==> config.mk <==
export PLATFORM = sky130hd
export DESIGN_NAME = hmac_sha256_engine_flat
export DESIGN_NICKNAME = d
export VERILOG_FILES = /design/src/sv/hse_pkg.sv /design/src/sv/hse_if.sv /design/src/sv/hmac_sha256_engine.sv /design/src/sv/hse_datapath.sv /design/src/sv/hse_ctrl.sv /design/src/flat_wrapper.sv
export SDC_FILE = /design/constraint.sdc
export NUM_CORES = 2
export LEC_CHECK = 0
export ABC_CLOCK_PERIOD_IN_PS = 78000
export BUFFER_PORTS_ARGS = -buffer_cell sky130_fd_sc_hd__buf_2
export CAP_MARGIN = 5
export CORE_UTILIZATION = 40
export DETAILED_ROUTE_END_ITERATION = 7
export PLACE_DENSITY_LB_ADDON = 0.05
export SKIP_CTS_REPAIR_TIMING = 1
export SLEW_MARGIN = 25
export SYNTH_ARGS = -nofsm -noshare
export SYNTH_HDL_FRONTEND = slang
export SYNTH_HIERARCHICAL = 1
export SYNTH_SLANG_ARGS = --single-unit
==> constraint.sdc <==
create_clock -name i_clk -period 78 [get_ports i_clk]
set_input_delay 0 -clock i_clk [delete_from_list [all_inputs] [get_ports i_clk]]
set_output_delay 0 -clock i_clk [all_outputs]
set_load 0.02 [all_outputs]
==> src/sv/hse_pkg.sv <==
// Package for the HMAC/SHA-256 engine: round constants, initial hash values,
// controller command and status structs. No dependencies.
package hse_pkg;

    localparam logic [31:0] IPAD = 32'h36363636;
    localparam logic [31:0] OPAD = 32'h5c5c5c5c;
    localparam logic [31:0] PAD_WORD = 32'h80000000;

    localparam logic [2:0] SRC_DATA  = 3'd0;
    localparam logic [2:0] SRC_IPAD  = 3'd1;
    localparam logic [2:0] SRC_OPAD  = 3'd2;
    localparam logic [2:0] SRC_ZERO  = 3'd3;
    localparam logic [2:0] SRC_LENHI = 3'd4;
    localparam logic [2:0] SRC_LENLO = 3'd5;
    localparam logic [2:0] SRC_INNER = 3'd6;
    localparam logic [2:0] SRC_PAD   = 3'd7;

    typedef logic [31:0] t_word;

    // Commands from the controller to the datapath.
    typedef struct packed {
        logic       push;       // write one word into the block buffer
        logic [2:0] src;        // source of the pushed word
        logic [3:0] key_idx;    // key or inner digest index for padded words
        logic       len_add;    // add data byte count to bit length
        logic       len_set512; // set bit length to 512
        logic       len_add256; // add 256 to bit length
        logic       save_inner; // copy chain value into inner digest
        logic       restart;    // reset chain value, length and fill
        logic [2:0] out_idx;    // digest word selected for output
    } t_cmd;

    // Status from the datapath to the controller.
    typedef struct packed {
        logic       busy;       // compression running
        logic [3:0] fill;       // block buffer fill
        logic       len_zero;   // bit length is zero
    } t_sts;

    function automatic logic [31:0] round_k(input logic [5:0] i);
        logic [31:0] k [64];
        k = '{
            32'h428a2f98,32'h71374491,32'hb5c0fbcf,32'he9b5dba5,32'h3956c25b,32'h59f111f1,
            32'h923f82a4,32'hab1c5ed5,32'hd807aa98,32'h12835b01,32'h243185be,32'h550c7dc3,
            32'h72be5d74,32'h80deb1fe,32'h9bdc06a7,32'hc19bf174,32'he49b69c1,32'hefbe4786,
            32'h0fc19dc6,32'h240ca1cc,32'h2de92c6f,32'h4a7484aa,32'h5cb0a9dc,32'h76f988da,
            32'h983e5152,32'ha831c66d,32'hb00327c8,32'hbf597fc7,32'hc6e00bf3,32'hd5a79147,
            32'h06ca6351,32'h14292967,32'h27b70a85,32'h2e1b2138,32'h4d2c6dfc,32'h53380d13,
            32'h650a7354,32'h766a0abb,32'h81c2c92e,32'h92722c85,32'ha2bfe8a1,32'ha81a664b,
            32'hc24b8b70,32'hc76c51a3,32'hd192e819,32'hd6990624,32'hf40e3585,32'h106aa070,
            32'h19a4c116,32'h1e376c08,32'h2748774c,32'h34b0bcb5,32'h391c0cb3,32'h4ed8aa4a,
            32'h5b9cca4f,32'h682e6ff3,32'h748f82ee,32'h78a5636f,32'h84c87814,32'h8cc70208,
            32'h90befffa,32'ha4506ceb,32'hbef9a3f7,32'hc67178f2};
        return k[i];
    endfunction

    function automatic logic [31:0] init_hash(input logic [2:0] i);
        logic [31:0] h [8];
        h = '{32'h6a09e667,32'hbb67ae85,32'h3c6ef372,32'ha54ff53a,
              32'h510e527f,32'h9b05688c,32'h1f83d9ab,32'h5be0cd19};
        return h[i];
    endfunction

endpackage

==> src/sv/hse_if.sv <==
// Valid/ready stream interfaces for request and digest channels.
// Depends on nothing.
interface hse_in_if;
    logic        valid;
    logic        ready;
    logic        func;
    logic [31:0] data_word;
    logic [2:0]  byte_count;
    logic        last_word;
    modport source (output valid, func, data_word, byte_count, last_word, input ready);
    modport sink (input valid, func, data_word, byte_count, last_word, output ready);
endinterface

interface hse_out_if;
    logic        valid;
    logic        ready;
    logic [31:0] digest_word;
    logic [2:0]  word_index;
    logic        last_result;
    modport source (output valid, digest_word, word_index, last_result, input ready);
    modport sink (input valid, digest_word, word_index, last_result, output ready);
endinterface

==> src/sv/hmac_sha256_engine.sv <==
// HMAC/SHA-256 engine top level: APB mode register, sequencer and datapath.
// The word that fills a 16-word block starts a compression (64 rounds and a
// feed-forward add); no request word is taken while it runs.
// After a last word: padding, up to two blocks, an outer pass in HMAC mode,
// then eight digest words. Synchronous active-low reset restores the initial
// hash, clears key store, length and mode.
module hmac_sha256_engine (
    input  logic        i_clk,
    input  logic        i_rst_n,
    input  logic        psel,
    input  logic        penable,
    input  logic        pwrite,
    input  logic [1:0]  paddr,
    input  logic [31:0] pwdata,
    output logic [31:0] prdata,
    output logic        pready,
    hse_in_if.sink      in_ch,
    hse_out_if.source   out_ch
);
    import hse_pkg::*;

    localparam logic [1:0] REG_HMAC_MODE = 2'd0;

    logic        r_mode;
    t_cmd        cmd;
    t_sts        sts;
    logic        key_we, key_clear;
    logic [3:0]  key_idx_w;
    logic [31:0] data, digest;
    logic [2:0]  count;

    // Mode register.
    assign pready = 1'b1;
    always_ff @(posedge i_clk) begin
        if (!i_rst_n) begin
            r_mode <= 1'b0;
        end else if (psel && penable && pwrite && paddr == REG_HMAC_MODE) begin
            r_mode <= pwdata[0];
        end
    end
    assign prdata = (paddr == REG_HMAC_MODE) ? {31'd0, r_mode} : 32'd0;

    hse_ctrl u_ctrl (
        .i_clk(i_clk), .i_rst_n(i_rst_n), .i_hmac_mode(r_mode),
        .in_ch(in_ch), .out_ch(out_ch), .i_sts(sts), .i_digest(digest),
        .o_cmd(cmd), .o_key_we(key_we), .o_key_clear(key_clear),
        .o_key_idx_w(key_idx_w), .o_data(data), .o_count(count)
    );

    hse_datapath u_dp (
        .i_clk(i_clk), .i_rst_n(i_rst_n), .i_cmd(cmd), .i_key_we(key_we),
        .i_key_clear(key_clear), .i_key_idx_w(key_idx_w), .i_data(data),
        .i_count(count), .o_sts(sts), .o_digest(digest)
    );

    // No request is taken while a digest is being delivered.
    a_no_in_during_out: assert property (@(posedge i_clk) disable iff (!i_rst_n)
        !(out_ch.valid && in_ch.ready)) else $error("input taken during output");
    // The last digest word carries index seven.
    a_last_index: assert property (@(posedge i_clk) disable iff (!i_rst_n)
        out_ch.valid && out_ch.last_result |-> out_ch.word_index == 3'd7)
        else $error("last flag on wrong index");
    // No word is pushed while compression runs.
    a_no_push_busy: assert property (@(posedge i_clk) disable iff (!i_rst_n)
        sts.busy |-> !cmd.push) else $error("push while busy");

endmodule

==> src/sv/hse_datapath.sv <==
// SHA-256 datapath: block buffer, key store, chain value, round unit.
// Depends on hse_pkg.
module hse_datapath (
    input  logic                i_clk,
    input  logic                i_rst_n,
    input  hse_pkg::t_cmd       i_cmd,
    input  logic                i_key_we,
    input  logic                i_key_clear,
    input  logic [3:0]          i_key_idx_w,
    input  logic [31:0]         i_data,
    input  logic [2:0]          i_count,
    output hse_pkg::t_sts       o_sts,
    output logic [31:0]         o_digest
);
    import hse_pkg::*;

    logic [31:0] r_buf [16];
    logic [31:0] r_key [16];
    logic [31:0] r_inner [8];
    logic [31:0] r_chain [8];
    logic [31:0] r_w [16];
    logic [31:0] r_a, r_b, r_c, r_d, r_e, r_f, r_g, r_h;
    logic [63:0] r_len;
    logic [3:0]  r_fill;
    logic        r_busy;
    logic [5:0]  r_round;
    logic        r_fin;
    logic [31:0] push_word;
    logic [31:0] t1, t2, s0, s1, w_new;

    // Word selection for a buffer write.
    always_comb begin
        case (i_cmd.src)
            SRC_DATA:  push_word = i_data;
            SRC_IPAD:  push_word = r_key[i_cmd.key_idx] ^ IPAD;
            SRC_OPAD:  push_word = r_key[i_cmd.key_idx] ^ OPAD;
            SRC_LENHI: push_word = r_len[63:32];
            SRC_LENLO: push_word = r_len[31:0];
            SRC_INNER: push_word = r_inner[i_cmd.key_idx[2:0]];
            SRC_PAD:   push_word = PAD_WORD;
            default:   push_word = '0;
        endcase
    end

    // Round logic and message schedule.
    always_comb begin
        s0 = {r_w[1][6:0], r_w[1][31:7]} ^ {r_w[1][17:0], r_w[1][31:18]} ^ (r_w[1] >> 3);
        s1 = {r_w[14][16:0], r_w[14][31:17]} ^ {r_w[14][18:0], r_w[14][31:19]}
           ^ (r_w[14] >> 10);
        w_new = r_w[0] + s0 + r_w[9] + s1;
        t1 = r_h + ({r_e[5:0], r_e[31:6]} ^ {r_e[10:0], r_e[31:11]} ^ {r_e[24:0], r_e[31:25]})
           + ((r_e & r_f) ^ (~r_e & r_g)) + round_k(r_round) + r_w[0];
        t2 = ({r_a[1:0], r_a[31:2]} ^ {r_a[12:0], r_a[31:13]} ^ {r_a[21:0], r_a[31:22]})
           + ((r_a & r_b) ^ (r_a & r_c) ^ (r_b & r_c));
    end

    // Key store.
    always_ff @(posedge i_clk) begin
        if (!i_rst_n) begin
            for (int i = 0; i < 16; i++) r_key[i] <= '0;
        end else if (i_key_clear) begin
            for (int i = 0; i < 16; i++) r_key[i] <= '0;
            if (i_key_we) r_key[i_key_idx_w] <= i_data;
        end else if (i_key_we) begin
            r_key[i_key_idx_w] <= i_data;
        end
    end

    // Buffer, length, compression control.
    always_ff @(posedge i_clk) begin
        if (!i_rst_n) begin
            r_fill <= '0;
            r_len <= '0;
            r_busy <= 1'b0;
            r_fin <= 1'b0;
            r_round <= '0;
            for (int i = 0; i < 8; i++) r_chain[i] <= init_hash(3'(i));
        end else begin
            if (i_cmd.len_add) r_len <= r_len + 64'({i_count, 3'b000});
            if (i_cmd.len_set512) r_len <= 64'd512;
            if (i_cmd.len_add256) r_len <= r_len + 64'd256;
            if (i_cmd.save_inner) begin
                for (int i = 0; i < 8; i++) r_inner[i] <= r_chain[i];
            end
            if (i_cmd.push) begin
                r_buf[r_fill] <= push_word;
                r_fill <= r_fill + 4'd1;
                if (r_fill == 4'd15) begin
                    r_busy <= 1'b1;
                    r_round <= '0;
                    for (int i = 0; i < 15; i++) r_w[i] <= r_buf[i];
                    r_w[15] <= push_word;
                    r_a <= r_chain[0]; r_b <= r_chain[1]; r_c <= r_chain[2];
                    r_d <= r_chain[3]; r_e <= r_chain[4]; r_f <= r_chain[5];
                    r_g <= r_chain[6]; r_h <= r_chain[7];
                end
            end
            if (r_busy) begin
                r_h <= r_g; r_g <= r_f; r_f <= r_e; r_e <= r_d + t1;
                r_d <= r_c; r_c <= r_b; r_b <= r_a; r_a <= t1 + t2;
                for (int i = 0; i < 15; i++) r_w[i] <= r_w[i+1];
                r_w[15] <= w_new;
                r_round <= r_round + 6'd1;
                if (r_round == 6'd63) begin
                    r_busy <= 1'b0;
                    r_fin <= 1'b1;
                end
            end
            // Feed-forward add in the cycle after the last round.
            if (r_fin) begin
                r_fin <= 1'b0;
                r_chain[0] <= r_chain[0] + r_a; r_chain[1] <= r_chain[1] + r_b;
                r_chain[2] <= r_chain[2] + r_c; r_chain[3] <= r_chain[3] + r_d;
                r_chain[4] <= r_chain[4] + r_e; r_chain[5] <= r_chain[5] + r_f;
                r_chain[6] <= r_chain[6] + r_g; r_chain[7] <= r_chain[7] + r_h;
            end
            if (i_cmd.restart) begin
                r_len <= '0;
                r_fill <= '0;
                for (int i = 0; i < 8; i++) r_chain[i] <= init_hash(3'(i));
            end
        end
    end

    assign o_sts.busy = r_busy | r_fin;
    assign o_sts.fill = r_fill;
    assign o_sts.len_zero = (r_len == 64'd0);
    assign o_digest = r_chain[i_cmd.out_idx];

endmodule

==> src/sv/hse_ctrl.sv <==
// Sequencer for the HMAC/SHA-256 engine: request intake, padding, outer pass,
// digest output. Depends on hse_pkg and the stream interfaces.
module hse_ctrl (
    input  logic            i_clk,
    input  logic            i_rst_n,
    input  logic            i_hmac_mode,
    hse_in_if.sink          in_ch,
    hse_out_if.source       out_ch,
    input  hse_pkg::t_sts   i_sts,
    input  logic [31:0]     i_digest,
    output hse_pkg::t_cmd   o_cmd,
    output logic            o_key_we,
    output logic            o_key_clear,
    output logic [3:0]      o_key_idx_w,
    output logic [31:0]     o_data,
    output logic [2:0]      o_count
);
    import hse_pkg::*;

    localparam logic [3:0] ST_IDLE   = 4'd0;
    localparam logic [3:0] ST_IPAD   = 4'd1;
    localparam logic [3:0] ST_DATA   = 4'd2;
    localparam logic [3:0] ST_PAD    = 4'd3;
    localparam logic [3:0] ST_ZERO   = 4'd4;
    localparam logic [3:0] ST_LENHI  = 4'd5;
    localparam logic [3:0] ST_LENLO  = 4'd6;
    localparam logic [3:0] ST_WAIT   = 4'd7;
    localparam logic [3:0] ST_OPAD   = 4'd8;
    localparam logic [3:0] ST_INNER  = 4'd9;
    localparam logic [3:0] ST_OUT    = 4'd10;

    logic [3:0]  r_state, n_state;
    logic [3:0]  r_cnt, n_cnt;
    logic [4:0]  r_kfill, n_kfill;
    logic        r_outer, n_outer;
    logic        r_hmac, n_hmac;
    logic        r_need_pad, n_need_pad;
    logic [31:0] r_word, n_word;
    logic [2:0]  r_count, n_count;
    logic        r_last, n_last;
    logic [2:0]  eff_count;
    logic [31:0] mask;
    logic        in_fire;

    assign in_fire = in_ch.valid & in_ch.ready;
    assign eff_count = (!in_ch.last_word || in_ch.byte_count > 3'd4) ? 3'd4
                                                                   : in_ch.byte_count;
    always_comb begin
        case (eff_count)
            3'd0:    mask = 32'h00000000;
            3'd1:    mask = 32'hff000000;
            3'd2:    mask = 32'hffff0000;
            3'd3:    mask = 32'hffffff00;
            default: mask = 32'hffffffff;
        endcase
    end

    assign in_ch.ready = (r_state == ST_IDLE) && !i_sts.busy;

    // Key loads go straight into the key store.
    assign o_key_clear = in_fire && in_ch.func && (r_kfill == 5'd0);
    assign o_key_we = in_fire && in_ch.func && !r_kfill[4];
    assign o_key_idx_w = r_kfill[3:0];
    assign o_count = r_count;

    always_comb begin
        n_state = r_state;
        n_cnt = r_cnt;
        n_kfill = r_kfill;
        n_outer = r_outer;
        n_hmac = r_hmac;
        n_need_pad = r_need_pad;
        n_word = r_word;
        n_count = r_count;
        n_last = r_last;
        o_cmd = '0;
        o_cmd.out_idx = r_cnt[2:0];
        o_data = r_word;
        out_ch.valid = 1'b0;
        case (r_state)
            ST_IDLE: begin
                if (in_fire && in_ch.func) begin
                    o_data = in_ch.data_word & mask;
                    if (!r_kfill[4]) n_kfill = r_kfill + 5'd1;
                    if (in_ch.last_word) n_kfill = '0;
                end else if (in_fire) begin
                    n_count = eff_count;
                    n_last = in_ch.last_word;
                    n_word = in_ch.data_word & mask;
                    if (eff_count != 3'd4)
                        n_word = (in_ch.data_word & mask) | (PAD_WORD >> {eff_count, 3'b000});
                    n_need_pad = (eff_count == 3'd4);
                    if (i_hmac_mode && i_sts.len_zero && i_sts.fill == 4'd0) begin
                        n_state = ST_IPAD;
                        n_cnt = '0;
                    end else begin
                        n_state = ST_DATA;
                    end
                end
            end
            ST_IPAD: begin
                if (!i_sts.busy) begin
                    o_cmd.push = 1'b1;
                    o_cmd.src = SRC_IPAD;
                    o_cmd.key_idx = r_cnt;
                    n_cnt = r_cnt + 4'd1;
                    if (r_cnt == 4'd15) begin
                        o_cmd.len_set512 = 1'b1;
                        n_state = ST_DATA;
                    end
                end
            end
            ST_DATA: begin
                if (!i_sts.busy) begin
                    o_cmd.push = 1'b1;
                    o_cmd.src = SRC_DATA;
                    o_cmd.len_add = 1'b1;
                    if (!r_last) n_state = ST_IDLE;
                    else if (r_need_pad) n_state = ST_PAD;
                    else n_state = ST_ZERO;
                    n_hmac = i_hmac_mode;
                end
            end
            ST_PAD: begin
                if (!i_sts.busy) begin
                    o_cmd.push = 1'b1;
                    o_cmd.src = SRC_PAD;
                    n_state = ST_ZERO;
                end
            end
            ST_ZERO: begin
                if (!i_sts.busy) begin
                    if (i_sts.fill == 4'd14) begin
                        n_state = ST_LENHI;
                    end else begin
                        o_cmd.push = 1'b1;
                        o_cmd.src = SRC_ZERO;
                    end
                end
            end
            ST_LENHI: begin
                o_cmd.push = 1'b1;
                o_cmd.src = SRC_LENHI;
                n_state = ST_LENLO;
            end
            ST_LENLO: begin
                o_cmd.push = 1'b1;
                o_cmd.src = SRC_LENLO;
                n_state = ST_WAIT;
            end
            ST_WAIT: begin
                if (!i_sts.busy) begin
                    n_cnt = '0;
                    if (r_hmac && !r_outer) begin
                        o_cmd.save_inner = 1'b1;
                        o_cmd.restart = 1'b1;
                        n_outer = 1'b1;
                        n_state = ST_OPAD;
                    end else begin
                        n_outer = 1'b0;
                        n_state = ST_OUT;
                    end
                end
            end
            ST_OPAD: begin
                if (!i_sts.busy) begin
                    o_cmd.push = 1'b1;
                    o_cmd.src = SRC_OPAD;
                    o_cmd.key_idx = r_cnt;
                    n_cnt = r_cnt + 4'd1;
                    if (r_cnt == 4'd15) begin
                        o_cmd.len_set512 = 1'b1;
                        n_cnt = '0;
                        n_state = ST_INNER;
                    end
                end
            end
            ST_INNER: begin
                if (!i_sts.busy) begin
                    o_cmd.push = 1'b1;
                    o_cmd.src = SRC_INNER;
                    o_cmd.key_idx = r_cnt;
                    n_cnt = r_cnt + 4'd1;
                    if (r_cnt == 4'd7) begin
                        o_cmd.len_add256 = 1'b1;
                        n_state = ST_PAD;
                    end
                end
            end
            ST_OUT: begin
                out_ch.valid = 1'b1;
                if (out_ch.ready) begin
                    n_cnt = r_cnt + 4'd1;
                    if (r_cnt == 4'd7) begin
                        o_cmd.restart = 1'b1;
                        n_state = ST_IDLE;
                    end
                end
            end
            default: n_state = ST_IDLE;
        endcase
    end

    assign out_ch.digest_word = i_digest;
    assign out_ch.word_index = r_cnt[2:0];
    assign out_ch.last_result = (r_cnt == 4'd7);

    always_ff @(posedge i_clk) begin
        if (!i_rst_n) begin
            r_state <= ST_IDLE;
            r_cnt <= '0;
            r_kfill <= '0;
            r_outer <= 1'b0;
            r_hmac <= 1'b0;
            r_need_pad <= 1'b0;
            r_last <= 1'b0;
        end else begin
            r_state <= n_state;
            r_cnt <= n_cnt;
            r_kfill <= n_kfill;
            r_outer <= n_outer;
            r_hmac <= n_hmac;
            r_need_pad <= n_need_pad;
            r_last <= n_last;
        end
    end

    always_ff @(posedge i_clk) begin
        r_word <= n_word;
        r_count <= n_count;
    end

endmodule
==> src/flat_wrapper.sv <==
// flat-port wrapper written by rule: the top's interface ports become plain ports
module hmac_sha256_engine_flat import hse_pkg::*;
  (i_clk, i_rst_n, psel, penable, pwrite, paddr, pwdata, prdata, pready, in_ch_valid, in_ch_func, in_ch_data_word, in_ch_byte_count, in_ch_last_word, in_ch_ready, out_ch_valid, out_ch_digest_word, out_ch_word_index, out_ch_last_result, out_ch_ready);
  hse_in_if in_ch_i ();
  hse_out_if out_ch_i ();
  input  logic i_clk;
  input  logic i_rst_n;
  input  logic psel;
  input  logic penable;
  input  logic pwrite;
  input  logic [1:0] paddr;
  input  logic [31:0] pwdata;
  output logic [31:0] prdata;
  output logic pready;
  input wire logic [$bits(in_ch_i.valid)-1:0] in_ch_valid;
  input wire logic [$bits(in_ch_i.func)-1:0] in_ch_func;
  input wire logic [$bits(in_ch_i.data_word)-1:0] in_ch_data_word;
  input wire logic [$bits(in_ch_i.byte_count)-1:0] in_ch_byte_count;
  input wire logic [$bits(in_ch_i.last_word)-1:0] in_ch_last_word;
  output wire logic [$bits(in_ch_i.ready)-1:0] in_ch_ready;
  output wire logic [$bits(out_ch_i.valid)-1:0] out_ch_valid;
  output wire logic [$bits(out_ch_i.digest_word)-1:0] out_ch_digest_word;
  output wire logic [$bits(out_ch_i.word_index)-1:0] out_ch_word_index;
  output wire logic [$bits(out_ch_i.last_result)-1:0] out_ch_last_result;
  input wire logic [$bits(out_ch_i.ready)-1:0] out_ch_ready;
  assign in_ch_i.valid = in_ch_valid;
  assign in_ch_i.func = in_ch_func;
  assign in_ch_i.data_word = in_ch_data_word;
  assign in_ch_i.byte_count = in_ch_byte_count;
  assign in_ch_i.last_word = in_ch_last_word;
  assign in_ch_ready = in_ch_i.ready;
  assign out_ch_valid = out_ch_i.valid;
  assign out_ch_digest_word = out_ch_i.digest_word;
  assign out_ch_word_index = out_ch_i.word_index;
  assign out_ch_last_result = out_ch_i.last_result;
  assign out_ch_i.ready = out_ch_ready;
  hmac_sha256_engine u_core (.i_clk(i_clk), .i_rst_n(i_rst_n), .psel(psel), .penable(penable), .pwrite(pwrite), .paddr(paddr), .pwdata(pwdata), .prdata(prdata), .pready(pready), .in_ch(in_ch_i), .out_ch(out_ch_i));
endmodule
=== Word level (Yosys, flattened, before mapping) ===
Memories as Yosys holds them, arrays and structs flattened. A register that Yosys moved wholly into a read port is not among the register bits.
Cells that the tools add are included.

* Bits of input ports: 78
* Output and inout bits: 71
* Flip-flop bits (word level): 385
* Memories: 6
* Bits in writable memories: 2048
* ROM bits: 2048
* Logic and storage cells: 397

* Shift-type cells: 1
* Equality and inequality tests: 44
* Muxes and demuxes: 180
* Reductions and logical operators: 39
* $add $sub $neg: 24
* Bitwise gates (word level): 77
* Order comparisons: 2

{| class="wikitable"
|+ Memory list
! name !! depth !! width !! read ports !! clocked after Yosys merged registers in !! write ports !! RTL line !! RTL
|-
| (name not given) || 64 || 32 || 1 || 0 || 0 || hse_pkg.sv:54 || <nowiki>return k[i];</nowiki>
|-
| u_core.u_dp.r_buf || 16 || 32 || 15 || 0 || 1 || hse_datapath.sv:17 || <nowiki>logic [31:0] r_buf [16];</nowiki>
|-
| u_core.u_dp.r_key || 16 || 32 || 1 || 0 || 17 || hse_datapath.sv:18 || <nowiki>logic [31:0] r_key [16];</nowiki>
|-
| u_core.u_dp.r_w || 16 || 32 || 16 || 0 || 16 || hse_datapath.sv:21 || <nowiki>logic [31:0] r_w [16];</nowiki>
|-
| u_core.u_dp.r_chain || 8 || 32 || 9 || 1 || 8 || hse_datapath.sv:20 || <nowiki>logic [31:0] r_chain [8];</nowiki>
|-
| u_core.u_dp.r_inner || 8 || 32 || 1 || 0 || 8 || hse_datapath.sv:19 || <nowiki>logic [31:0] r_inner [8];</nowiki>
|}

{| class="wikitable"
|+ Operators by type and width
! operator !! number
|-
| 32-bit 2-to-1 mux || 78
|-
| 32-bit adder || 18
|-
| 32-bit bitwise XOR || 9
|-
| 32-bit case mux with 7 select lines || 1
|-
| 32-bit bitwise AND || 6
|-
| 64-bit 2-to-1 mux || 3
|-
| 32-bit case mux with 4 select lines || 1
|-
| 4-bit 2-to-1 mux || 28
|-
| 64-bit by 6-bit adder with 64-bit output || 1
|-
| 64-bit by 9-bit adder with 64-bit output, second input constant || 1
|-
| 64-bit zero test || 1
|-
| 1-bit bitwise OR || 50
|-
| 1-bit 2-to-1 mux || 48
|-
| 4-bit case mux with 11 select lines || 1
|-
| 2-bit != test, second input constant || 17
|-
| 16-bit inverter || 2
|-
| 32-bit inverter || 1
|-
| 32-bit bitwise OR || 1
|-
| 4-bit case mux with 8 select lines || 1
|-
| 32-bit by 6-bit >> shifter with 32-bit output, first input constant || 1
|-
| 32-bit by 22-bit bitwise XOR with 32-bit output || 1
|-
| 32-bit by 29-bit bitwise XOR with 32-bit output || 1
|-
| 4-bit equality test, second input constant || 6
|-
| 8-bit 2-to-1 mux || 3
|-
| other kinds (40) || 87
|}

=== Depth between registers and ports, before layout ===
* Depth after elaboration: 11
* Mapped depth: 40
* Mapped depth without buffers: 38

=== Modules after synthesis ===
The synthesis kept the hierarchy.

{| class="wikitable"
|+ By module, submodules not included
! module !! cells an instance !! area an instance (µm²) !! seq. area each (µm²) !! times used
|-
| hse_datapath || 9534 || 122805.3 || 68405.6 || 1
|-
| hse_ctrl || 358 || 3455.8 || 1391.3 || 1
|-
| hmac_sha256_engine || 41 || 302.8 || 20.0 || 1
|}

=== Least setup slack after synthesis ===
OpenSTA, ideal clock, no wires.

* Path kind: flip-flop to flip-flop
* Start: reg u_core.u_dp.r_fin
* End: reg u_core.u_dp.r_busy
* Buffers on the path: 4
* Clock period less this slack: 26.078 ns
* Library setup time: 0.181 ns
* Path slack: 51.922 ns
* Arrival time: 25.897 ns
* Stages on the path, launching flop included: 12
* Required time: 77.819 ns
* Path through: dfxtp_1 -> clkbuf_1 -> inv_1 -> clkbuf_1 -> nand2_1 -> clkbuf_1 -> o21a_1 -> o22ai_1 -> clkbuf_1 -> a41oi_1 -> nor2b_1 -> and2_1

{| class="wikitable"
|+ RTL lines
! element !! RTL line !! RTL
|-
| start, declared || hse_datapath.sv:27 || <nowiki>logic r_fin;</nowiki>
|-
| start signal, assigned || hse_datapath.sv:75 || <nowiki>r_fin <= 1'b0;</nowiki>
|-
| start signal, assigned || hse_datapath.sv:106 || <nowiki>r_fin <= 1'b1;</nowiki>
|-
| start signal, assigned || hse_datapath.sv:111 || <nowiki>r_fin <= 1'b0;</nowiki>
|-
| end signal, assigned || hse_datapath.sv:74 || <nowiki>r_busy <= 1'b0;</nowiki>
|-
| end signal, assigned || hse_datapath.sv:89 || <nowiki>r_busy <= 1'b1;</nowiki>
|-
| end signal, assigned || hse_datapath.sv:105 || <nowiki>r_busy <= 1'b0;</nowiki>
|-
| end, declared || hse_datapath.sv:25 || <nowiki>logic r_busy;</nowiki>
|}

=== Final worst setup path ===
* Start: reg u_core.u_dp.r_round[1]
* End: reg u_core.u_dp.r_a[31], data pin

* Word-level cells in the longest chain between the ends: 8

{| class="wikitable"
|+ Ends and longest elaborated chain
! element !! RTL line !! RTL
|-
| start, declared || hse_datapath.sv:26 || <nowiki>logic [5:0] r_round;</nowiki>
|-
| start signal, assigned || hse_datapath.sv:103 || <nowiki>r_round <= r_round + 6'd1;</nowiki>
|-
| 6-bit inverter with 7-bit output (implied by the code) || hse_pkg.sv:54 ||
|-
| memory 64 x 32 bit || - ||
|-
| 32-bit 2-to-1 mux (implied by the code) (2 in series) || hse_pkg.sv:54 ||
|-
| 32-bit adder (2 in series) || hse_datapath.sv:52 || <nowiki>+ ((r_e & r_f) ^ (~r_e & r_g)) + round_k(r_round) + r_w[0];</nowiki>
|-
| 32-bit adder || hse_datapath.sv:100 || <nowiki>r_d <= r_c; r_c <= r_b; r_b <= r_a; r_a <= t1 + t2;</nowiki>
|-
| 32-bit 2-to-1 mux || hse_datapath.sv:98 || <nowiki>if (r_busy) begin</nowiki>
|-
| end signal, assigned || hse_datapath.sv:93 || <nowiki>r_a <= r_chain[0]; r_b <= r_chain[1]; r_c <= r_chain[2];</nowiki>
|-
| end signal, assigned || hse_datapath.sv:100 ||
|-
| end, declared || hse_datapath.sv:22 || <nowiki>logic [31:0] r_a, r_b, r_c, r_d, r_e, r_f, r_g, r_h;</nowiki>
|}

No other way between the ends. The select of a mux whose other input is x is not followed.
A chain may end at the register's enable or synchronous reset.

==> impl_metrics.toml <==
[run_status]
outcome = "finished clean"

[critical_path]
crit_type = "reg2reg"
cp_slowest_cell = "xnor2_1"
cp-start-kind = "flip-flop"
regToRegEndpoint = "u_core/u_dp/r_a[31]$_DFFE_PP_"
critPathRequiredTime_ns = 78.58
cp.arrival_ns = 11.92
crit_top_cell = "a21oi_1"
r2r_setup_slack_ns = 66.66
reg2reg_from = "u_core/u_dp/r_round[1]$_SDFFE_PN0P_"
r2r_cells = 34
cp-end-kind = "flip-flop"
path_max_fanout = 26
max_stage_delay_ns = 0.91

[logic_synthesis]
synth_cell_types = 122
netlist_area_mm2 = 0.1266
syn-instance-count = 9933
post-synth-top-area-fraction_pct = 51.70
synthTopCellsByArea = "edfxtp_1, mux2_2, mux4_2"
synth_edf_count = 2179
synth_ff_type = "edfxtp_1"
postSynthAreaPerCell_um2 = 12.74
yosysWarnings = 6
synth_top_cell_by_area = "edfxtp_1"
yosysSeqAreaShare_pct = 55.16
ys_ff_latch = 2398
synthArstFlopShare_pct = 0

[sta]
final_max_slew_viol_count = 0
slew-limit-headroom_pct = 20.75
tightestPinTransition_ns = 1.156
setup_tns_ns = 0
setup_slack_ns = 66.66
finalCriticalPeriod_ns = 11.34
finalSetupViolations = 0
period_share_pct = 14.54
hold_violations = 0
rsz0062_at_grt = "false"
fmax_mhz = 88.14
fin_skew_ns = 0.04567

[grt]
grt_max_degree = 132
grt_pass1_wl_um = 599200
antenna_found_initial = 30
overflow = 0
grt_pass1_vias = 80100
grt_usage_pct = 26.22

[route]
routedWlPerCell_um = 29.36
ant_nets = 0
avgViaCountPerCell = 5.675
vias = 81870
wirelength_um = 423500
firstDrtPassIters = 6
drc = 0
dr.first_iter.drc_count = 7386

[hold_path]
hp-start = "in_ch_data_word[4]"
whs_path_depth = 3
hold-path-endpoint = "u_core/u_ctrl/r_word[4]$_DFFE_PP_"
hold_class = "in2reg"

[placed_design]
place.gp.congestion = 0.9102
portBuffers = 85
hpwl_um = 293700
dp_worst_setup_slack_ns = 66.97

[cells_and_area]
multi_input_area_mm2 = 0.05333
final_common_cell = "edfxtp_1"
most-common-layout-cells = "edfxtp_1, nand2_1, mux2_2, and2_1, a21oi_1"
final_layout_size_suffix_gt1_share_pct = 17.35
regArea_mm2 = 0.06984
num-fill-cells = 28650
syn_to_final_growth_pct = 12.01
nets = 10710
post-route-util_pct = 45.01

[die]
die_area_mm2 = 0.3187
die_w_um = 564.5
initial_core_util_pct = 40.18
num_rows = 206
fp.coreArea_mm2 = 0.3150
die_h_um = 564.5
io_pins = 149

[clocking]
clk_pin_slew_worst_paths_ns = 0.06
numClockSinks = 2398
cts-buffers-inserted = 282
cts-root-buf = "clkbuf_16"
clockBufferDepth = 4
clk_latency_ns = 0.90
htreeDepth = 5
tritoncts = "yes"

[power]
power.density_mw_per_mm2 = 20.32
ir_drop_mv = 0.01534
p_leak_nw = 50.68
power_w = 0.002880

[flow_run]
drv_cap = 0
==> routing by layer <==
| metal | vias up | part of all wire [%] | global-route usage (%) |
|---|---|---|---|
| met5 | - | 0.0035 | 0 |
| met4 | 2 | 3.4 | 8.233 |
| met3 | 486 | 5.7 | 3.053 |
| met2 | 2438 | 45 | 40.68 |
| met1 | 42280 | 46 | 38.33 |
| li1 | 36660 | - | - |
==> cell type report <==
type,count,share of cell area [%]
Antenna cell,12,0.02118
Clock buffer,353,5.342
Clock inverter,155,1.072
Inverter,413,1.096
Multi-Input combinational cell,6581,37.62
Sequential cell,2398,49.27
Tap cell,4160,3.672
Timing Repair Buffer,353,1.906
==> flip-flops by register name, indices dropped and copies added, names as in the netlist, 5 cells and up <==
register,cells
u_core/u_ctrl/r_kfill,5
u_core/u_ctrl/r_word,32
u_core/u_dp/r_a,32
u_core/u_dp/r_b,32
u_core/u_dp/r_buf,480
u_core/u_dp/r_c,32
u_core/u_dp/r_chain,256
u_core/u_dp/r_d,32
u_core/u_dp/r_e,32
u_core/u_dp/r_f,32
u_core/u_dp/r_g,32
u_core/u_dp/r_h,32
u_core/u_dp/r_inner,256
u_core/u_dp/r_key,512
u_core/u_dp/r_len,61
u_core/u_dp/r_round,6
u_core/u_dp/r_w,512
==> synthesized netlist by cell type (all sizes together), types with 14 or more instances <==
library cell and count:
nand3 118, dfxtp 219, mux2i 130, a31oi 70
o31ai 34, a311oi 22, and3 40, a211oi 72
nand2b 81, clkbuf 408, nand3b 18, nor2b 64
nor4 26, mux4 300, o21bai 54, fa 196
or3 41, o211ai 27, a21oi 504, and2 582
nor3 100, a21boi 14, mux2 631, a21o 191
o21a 75, or2 21, nand4 32, xor2 190
edfxtp 2179, xnor2 370, nor3b 20, ha 405
buf 163, o31a 17, o22ai 19, nand2 961
nor2 498, o21ai 412, inv 409
==> worst max-delay path by stage <==
stage | start | end | slack [ns] | cells past startpoint
floorplan | u_core/u_dp/r_fin$_SDFF_PP0_ | u_core/u_dp/r_busy$_SDFF_PN0_ | 51.92 | 11
global placement | u_core/u_dp/r_round[1]$_SDFFE_PN0P_ | u_core/u_dp/r_a[31]$_DFFE_PP_ | 66.76 | 37
detailed placement | u_core/u_dp/r_round[1]$_SDFFE_PN0P_ | u_core/u_dp/r_a[31]$_DFFE_PP_ | 66.97 | 34
CTS | u_core/u_dp/r_round[1]$_SDFFE_PN0P_ | u_core/u_dp/r_a[31]$_DFFE_PP_ | 66.89 | 34
global route | u_core/u_dp/r_round[0]$_SDFFE_PN0P_ | u_core/u_dp/r_a[31]$_DFFE_PP_ | 66.33 | 33
finish | u_core/u_dp/r_round[1]$_SDFFE_PN0P_ | u_core/u_dp/r_a[31]$_DFFE_PP_ | 66.66 | 34
==> cell families after synthesis <==
kind of cell    after synthesis  synth area share [%]
compound gates             1683                 8.465
simple gates               2641                 10.16
mux                        1061                 11.98
xor+xnor                    560                 3.875
fa+ha+maj                   604                 7.128
flops                      2398                 55.16
other cells                   2              0.005934
buf+inv                     984                 3.223
==> metrics by stage <==
step                hold WS, ns  instance area [µm²]  instances
finish                 0.009595               141800      14430
global route           0.001399               141700      14410
CTS                     -0.7254               140900      14330
detailed placement       0.2668               131800      13820
global placement         0.2536               131700      13820
floorplan               0.09863               126700       9963
==> where the power goes <==
| part | leakage [nW] | switching [W] | total [W] | internal (W) |
|---|---|---|---|---|
| sequential | 22.1 | 0.00000923 | 0.00144 | 0.00143 |
| combinational | 24.2 | 0.0000882 | 0.000124 | 0.0000359 |
| clock | 4.43 | 0.000551 | 0.00132 | 0.000768 |
| total | 50.7 | 0.000649 | 0.00288 | 0.00223 |
==> worst max-delay path, delay by kind of cell (launching register included) <==
kind	cells	cell delay, ns
buffers and inverters	6	1.06
DFF	1	0.31
and+or+nand+nor	4	1.13
xor gates and xnor gates	3	1.29
AOI/OAI and AO/OA	14	3.92
adders and majority gates	7	3.31
Note: power is estimated with default switching activity, not from simulation.
